--- config.mk ---
export PLATFORM = sky130hd
export DESIGN_NAME = pcbs_overlap
export DESIGN_NICKNAME = d
export VERILOG_FILES = /design/src/sv/per_class_box_suppression_assert.svh /design/src/sv/pcbs_pkg.sv /design/src/sv/pcbs_overlap.sv
export SDC_FILE = /design/constraint.sdc
export NUM_CORES = 2
export LEC_CHECK = 0
export ABC_CLOCK_PERIOD_IN_PS = 13800
export BUFFER_PORTS_ARGS = -buffer_cell sky130_fd_sc_hd__buf_2
export CORE_MARGIN = 3
export CORE_UTILIZATION = 52
export DETAILED_ROUTE_END_ITERATION = 8
export GPL_ROUTABILITY_DRIVEN = 1
export PLACE_DENSITY_LB_ADDON = 0.25
export RECOVER_POWER = 25
export SYNTH_ARGS = -nofsm -noshare
export SYNTH_HDL_FRONTEND = slang
export SYNTH_SLANG_ARGS = --single-unit
--- constraint.sdc ---
create_clock -name clk -period 13.8 [get_ports clk]
set_clock_uncertainty 0.15 [all_clocks]
set_input_delay 0.69 -clock clk [delete_from_list [all_inputs] [get_ports clk]]
set_output_delay 0.69 -clock clk [all_outputs]
set_load 0.005 [all_outputs]
--- src/sv/per_class_box_suppression_assert.svh ---
// Assertion macros shared by the per-class box suppression RTL.
`ifndef PER_CLASS_BOX_SUPPRESSION_ASSERT_SVH
`define PER_CLASS_BOX_SUPPRESSION_ASSERT_SVH
// Same-cycle implication, sampled on clk, disabled while rst is high.
`define PCBS_ASSERT_NOW(lbl, ante, cons) \
  lbl: assert property (@(posedge clk) disable iff (rst) (ante) |-> (cons)) \
    else $error("per_class_box_suppression: same-cycle check failed");
// Next-cycle implication, sampled on clk, disabled while rst is high.
`define PCBS_ASSERT_NEXT(lbl, ante, cons) \
  lbl: assert property (@(posedge clk) disable iff (rst) (ante) |=> (cons)) \
    else $error("per_class_box_suppression: next-cycle check failed");
`endif

--- src/sv/pcbs_pkg.sv ---
// Types and constants shared by the per-class box suppression block.
package pcbs_pkg;

  localparam int CFG_ADDR_W = 2;
  localparam logic [CFG_ADDR_W-1:0] REG_IOU   = 2'd0;
  localparam logic [CFG_ADDR_W-1:0] REG_SCORE = 2'd1;

  localparam logic [15:0] IOU_RESET   = 16'd26214;
  localparam logic [15:0] SCORE_RESET = 16'd32768;

  typedef struct packed {
    logic [15:0] h;
    logic [15:0] w;
    logic [15:0] y;
    logic [15:0] x;
  } box_t;

  typedef struct packed {
    logic [15:0] class_score;
    logic [6:0]  cls;
    logic [15:0] obj;
    box_t        box;
  } det_t;

  typedef struct packed {
    logic done;
    logic hit;
  } ov_stat_t;

endpackage

--- src/sv/pcbs_overlap.sv ---
// Multi-cycle overlap test around one shared multiplier.
module pcbs_overlap
  import pcbs_pkg::*;
(
  input  logic        clk,
  input  logic        rst,
  input  logic        start,
  input  logic [15:0] thr,
  input  box_t        box_a,
  input  box_t        box_b,
  output ov_stat_t    stat
);

  typedef enum logic [8:0] {
    OV_IDLE = 9'b000000001,
    OV_EDGE = 9'b000000010,
    OV_MI   = 9'b000000100,
    OV_MA   = 9'b000001000,
    OV_MB   = 9'b000010000,
    OV_SUM  = 9'b000100000,
    OV_ML   = 9'b001000000,
    OV_MH   = 9'b010000000,
    OV_CMP  = 9'b100000000
  } ov_state_t;

  ov_state_t   state;
  box_t        a;
  box_t        b;
  logic [15:0] thr_r;
  logic [18:0] ix;
  logic [18:0] iy;
  logic        pos;
  logic [34:0] i4;
  logic [33:0] acc;
  logic [35:0] u4;
  logic [37:0] lo;
  logic [37:0] mul_r;
  logic [18:0] mul_a;
  logic [18:0] mul_b;
  logic        done;
  logic        hit;

  logic signed [19:0] ax_hi, ax_lo, bx_hi, bx_lo, ay_hi, ay_lo, by_hi, by_lo;
  logic signed [19:0] ix_s, iy_s;
  logic [33:0] area_sum;
  logic [35:0] quad;
  logic [57:0] prod;
  logic [57:0] lhs;

  // Edges in doubled units, so halving the width is exact.
  always_comb begin
    ax_hi = $signed(20'({a.x, 1'b0})) + $signed(20'(a.w));
    ax_lo = $signed(20'({a.x, 1'b0})) - $signed(20'(a.w));
    bx_hi = $signed(20'({b.x, 1'b0})) + $signed(20'(b.w));
    bx_lo = $signed(20'({b.x, 1'b0})) - $signed(20'(b.w));
    ay_hi = $signed(20'({a.y, 1'b0})) + $signed(20'(a.h));
    ay_lo = $signed(20'({a.y, 1'b0})) - $signed(20'(a.h));
    by_hi = $signed(20'({b.y, 1'b0})) + $signed(20'(b.h));
    by_lo = $signed(20'({b.y, 1'b0})) - $signed(20'(b.h));
    ix_s  = ((ax_hi < bx_hi) ? ax_hi : bx_hi) - ((ax_lo > bx_lo) ? ax_lo : bx_lo);
    iy_s  = ((ay_hi < by_hi) ? ay_hi : by_hi) - ((ay_lo > by_lo) ? ay_lo : by_lo);
  end

  always_comb begin
    mul_a = '0;
    mul_b = '0;
    unique case (state)
      OV_MI: begin
        mul_a = ix;
        mul_b = iy;
      end
      OV_MA: begin
        mul_a = 19'(a.w);
        mul_b = 19'(a.h);
      end
      OV_MB: begin
        mul_a = 19'(b.w);
        mul_b = 19'(b.h);
      end
      OV_ML: begin
        mul_a = 19'(thr_r);
        mul_b = u4[18:0];
      end
      OV_MH: begin
        mul_a = 19'(thr_r);
        mul_b = 19'(u4[35:19]);
      end
      default: begin
        mul_a = '0;
        mul_b = '0;
      end
    endcase
  end

  assign area_sum = acc + 34'(mul_r[31:0]);
  assign quad     = {area_sum, 2'b00};
  assign prod     = {1'b0, mul_r, 19'b0} + 58'(lo);
  assign lhs      = 58'({i4, 16'b0});

  always_ff @(posedge clk) begin
    mul_r <= 38'(mul_a) * 38'(mul_b);
    if (rst) begin
      state <= OV_IDLE;
      done  <= 1'b0;
      hit   <= 1'b0;
    end else begin
      done <= 1'b0;
      unique case (state)
        OV_IDLE: begin
          if (start) begin
            a     <= box_a;
            b     <= box_b;
            thr_r <= thr;
            state <= OV_EDGE;
          end
        end
        OV_EDGE: begin
          ix    <= ix_s[18:0];
          iy    <= iy_s[18:0];
          pos   <= (ix_s > 20'sd0) && (iy_s > 20'sd0);
          state <= OV_MI;
        end
        OV_MI:  state <= OV_MA;
        OV_MA: begin
          i4    <= mul_r[34:0];
          state <= OV_MB;
        end
        OV_MB: begin
          acc   <= 34'(mul_r[31:0]);
          state <= OV_SUM;
        end
        OV_SUM: begin
          u4    <= (quad > 36'(i4)) ? quad - 36'(i4) : '0;
          state <= OV_ML;
        end
        OV_ML:  state <= OV_MH;
        OV_MH: begin
          lo    <= mul_r;
          state <= OV_CMP;
        end
        OV_CMP: begin
          hit   <= pos && (lhs > prod);
          done  <= 1'b1;
          state <= OV_IDLE;
        end
        default: state <= OV_IDLE;
      endcase
    end
  end

  assign stat.done = done;
  assign stat.hit  = hit;

endmodule

==> out/qor.txt <==
Vias per cell: 5.85
Pre-antenna DRT Iters: 6
Static Leak: 19.2 nW
Max clock buf depth: 3
RR Startpoint: state[4]
Max rail drop VDD: 0.0864 mV
Max_slew headroom: 8.67%
Final hold slack: 0.131 ns
R2r worst-path depth: 28
CP Buf/Inv Count: 5
Commonest non-fill, non-tap cells in the layout: 621 x inv_1, 471 x ha_1, 403 x nand2_1, 383 x nor2_1, 324 x edfxtp_1
WS Path Type: reg2reg
GRT Total Usage: 28.3%
Setup TNS Final: 0 ns
Critical register-to-register path endpoint: mul_r[34]
Initial Util: 52.8%
# rows: 99
Pwr Total: 3.88 mW
Die area: 77900 um2
CTS tree: built
GPL Wtd Cong: 0.957
GRT overflow: 0
Max Cap Viol: 0
Vias in the first global route: 30400
Max FO, Critical Path: 37
Crit-path slowest cell: and4b_2
Asr flop ratio synth: 0%
Fmax: 0.102 GHz
Post-CTS sizing: 0
Hold_buf cts: 0
Routed WL: 109 mm
First-pass GRT wire length: 172 mm
#FFs+latches synth: 373
Largest net degree at the start of global routing: 83
Post-synth EDFFs: 324
Slew @ Worst Pin: 1.37 ns
WP depth: 28
CP dominant cell by count: fa_1
Initial antenna violation count: 5
Post-synthesis instance total: 4173
Crit path from: state[4]
Total power per unit cell area: 92.5 nW/um2
NumNets Final: 5189
Placed cell count: 5184
Part of the cycle the worst path needs: 71.0%
Syn_area_per_cell: 9.29 um2
Share of cells above drive strength 1: 6.67%
DR iter-0 viols: 2581
DP Wirelength: 87.5 mm
Startpoint Class: flop
Post-synth top flop: edfxtp_1
R2R setup slack: 4.00 ns
Die height: 279 um
Worst EP arrival: 10.16 ns
Cell Count, Final, Fillers Out: 5266
Sink Count: 373
Vias: 30800
Critical path endpoint category: flop
Setup bufs post-CTS: 0
Netlist cell types: 78
Latest clock arrival within the worst-skew pair: 0.61 ns
Cell Area, Synth: 38800 um2
Area grow syn2layout: 8.09%
Slowest stage delay, CP: 1.03 ns
WL per Instance: 20.7 um
Routed Antenna Nets: 0
PortBufs: 148
Setup ws final: 4.00 ns
Hold Violations, Final: 0
WP data required: 14.17 ns
Min Tclk post-route: 9.80 ns
CTS H-tree lvls: 2
Core area: 73500 um2
Status: finished, final reports clean
Final slew viol count: 0
Yosys warns: 0
CP Capture Point: mul_r[34]
# setup viols final: 0
Placement Setup Slack: 4.20 ns
Register clock-pin slew on the reported worst setup and hold paths: 0.06 ns
Largest delay share family, worst path: adder cells
IO Pins: 149
Worst min path class: in2reg
Die Wd: 279 um
Commonest non-fill, non-tap cell in the layout: inv_1
Unrepaired setup endpoints after global routing: false
DRC viols: 0
Syn nets: 5091
CTS root buffer: clkbuf_16
TritonCTS Buffers: 44
Hold Crit Depth: 1
Post-synthesis sequential area ratio: 27.6%
Yosys cell counts (10+ instances only):
library cell / n / area (um2)
a221o_1: 10 / 100
a22oi_1: 22 / 165
mux2i_1: 34 / 340
edfxtp_1: 324 / 9730
nor2_1: 384 / 1440
dfxtp_1: 49 / 981
inv_1: 621 / 2330
or3_1: 25 / 156
a221oi_1: 18 / 158
or2_2: 16 / 100
o21bai_1: 44 / 330
nor3b_1: 13 / 97.6
a21oi_1: 252 / 1260
a211oi_1: 29 / 218
nor2b_1: 33 / 206
a31oi_1: 16 / 100
nor4_1: 22 / 138
clkbuf_1: 115 / 432
and2_1: 29 / 181
xnor2_1: 160 / 1400
nor3_1: 46 / 230
xor2_1: 87 / 762
nand2_1: 403 / 1510
nand3_1: 54 / 270
and4_1: 21 / 184
a2111oi_0: 12 / 105
nand4_1: 51 / 319
mux2_2: 12 / 135
o21a_1: 40 / 300
and3_1: 21 / 131
nand2b_1: 51 / 319
a21o_1: 98 / 736
a211o_1: 11 / 96.3
fa_1: 300 / 6010
ha_1: 471 / 5890
o21ai_0: 131 / 656
o31ai_1: 16 / 120
metal layers:
layer | global-route usage, % | up-vias | share of wire, %
li1 | - | 14400 | -
met1 | 38.2 | 15000 | 43
met2 | 45.9 | 1168 | 45
met3 | 5.25 | 217 | 8.1
met4 | 9.33 | 6 | 3.8
met5 | 0 | - | 0.029
through the flow:
step | instance area, um2 | util (%)
final | 41900 | 57.1
after global routing | 41900 | 57.1
after CTS | 41900 | 57.1
after detailed placement | 40600 | 55.2
after global placement | 40600 | 55.2
after floorplan | 38800 | -
area by class of cell:
type | instances | area [um2]
Fill cell | 6572 | 31500
Multi-Input combinational cell | 3057 | 25400
Sequential cell | 373 | 10700
Inverter | 621 | 2330
Tap cell | 959 | 1200
Clock buffer | 52 | 1180
Timing Repair Buffer | 174 | 916
Clock inverter | 28 | 201
Antenna cell | 2 | 5.00
cells by family (layout without fill, tap and decap cells):
| family | count (synthesis) | count (layout) | share of synthesized area [%] |
|---|---|---|---|
| other | 1 | 3 | 0.00967 |
| AOI/OAI and AO/OA | 801 | 801 | 13.5 |
| DFF | 373 | 373 | 27.6 |
| buffers and inverters | 743 | 875 | 7.24 |
| xor gates and xnor gates | 247 | 247 | 5.58 |
| adders and majority gates | 771 | 771 | 30.7 |
| muxes | 46 | 46 | 1.23 |
| and+or+nand+nor | 1191 | 1191 | 14.1 |
flip-flops by register name, indices dropped and copies added, names as in the netlist:
| register | flops |
|---|---|
| a | 64 |
| acc | 32 |
| b | 64 |
| done | 1 |
| hit | 1 |
| i4 | 35 |
| ix | 19 |
| iy | 19 |
| lo | 38 |
| mul_r | 38 |
| pos | 1 |
| state | 9 |
| thr_r | 16 |
| u4 | 36 |
report_power, final:
group / internal [mW] / total (mW) / switching [mW]
Sequential: 1.31 / 1.34 / 0.0277
Clock: 0.637 / 1.14 / 0.508
Combinational: 0.562 / 1.40 / 0.833
how the worst min path moves through the flow:
stage / start / end / slack, ns
floorplan: mul_r[36] / lo[36] / 0.30
global placement: mul_r[35] / lo[35] / 0.38
detailed placement: state[5] / state[6] / 0.38
CTS: box_a[48] / a[48] / 0.10
global route: box_a[29] / a[29] / 0.11
finish: box_a[47] / a[47] / 0.13
No activity file was read; power rests on OpenSTA's default activity.
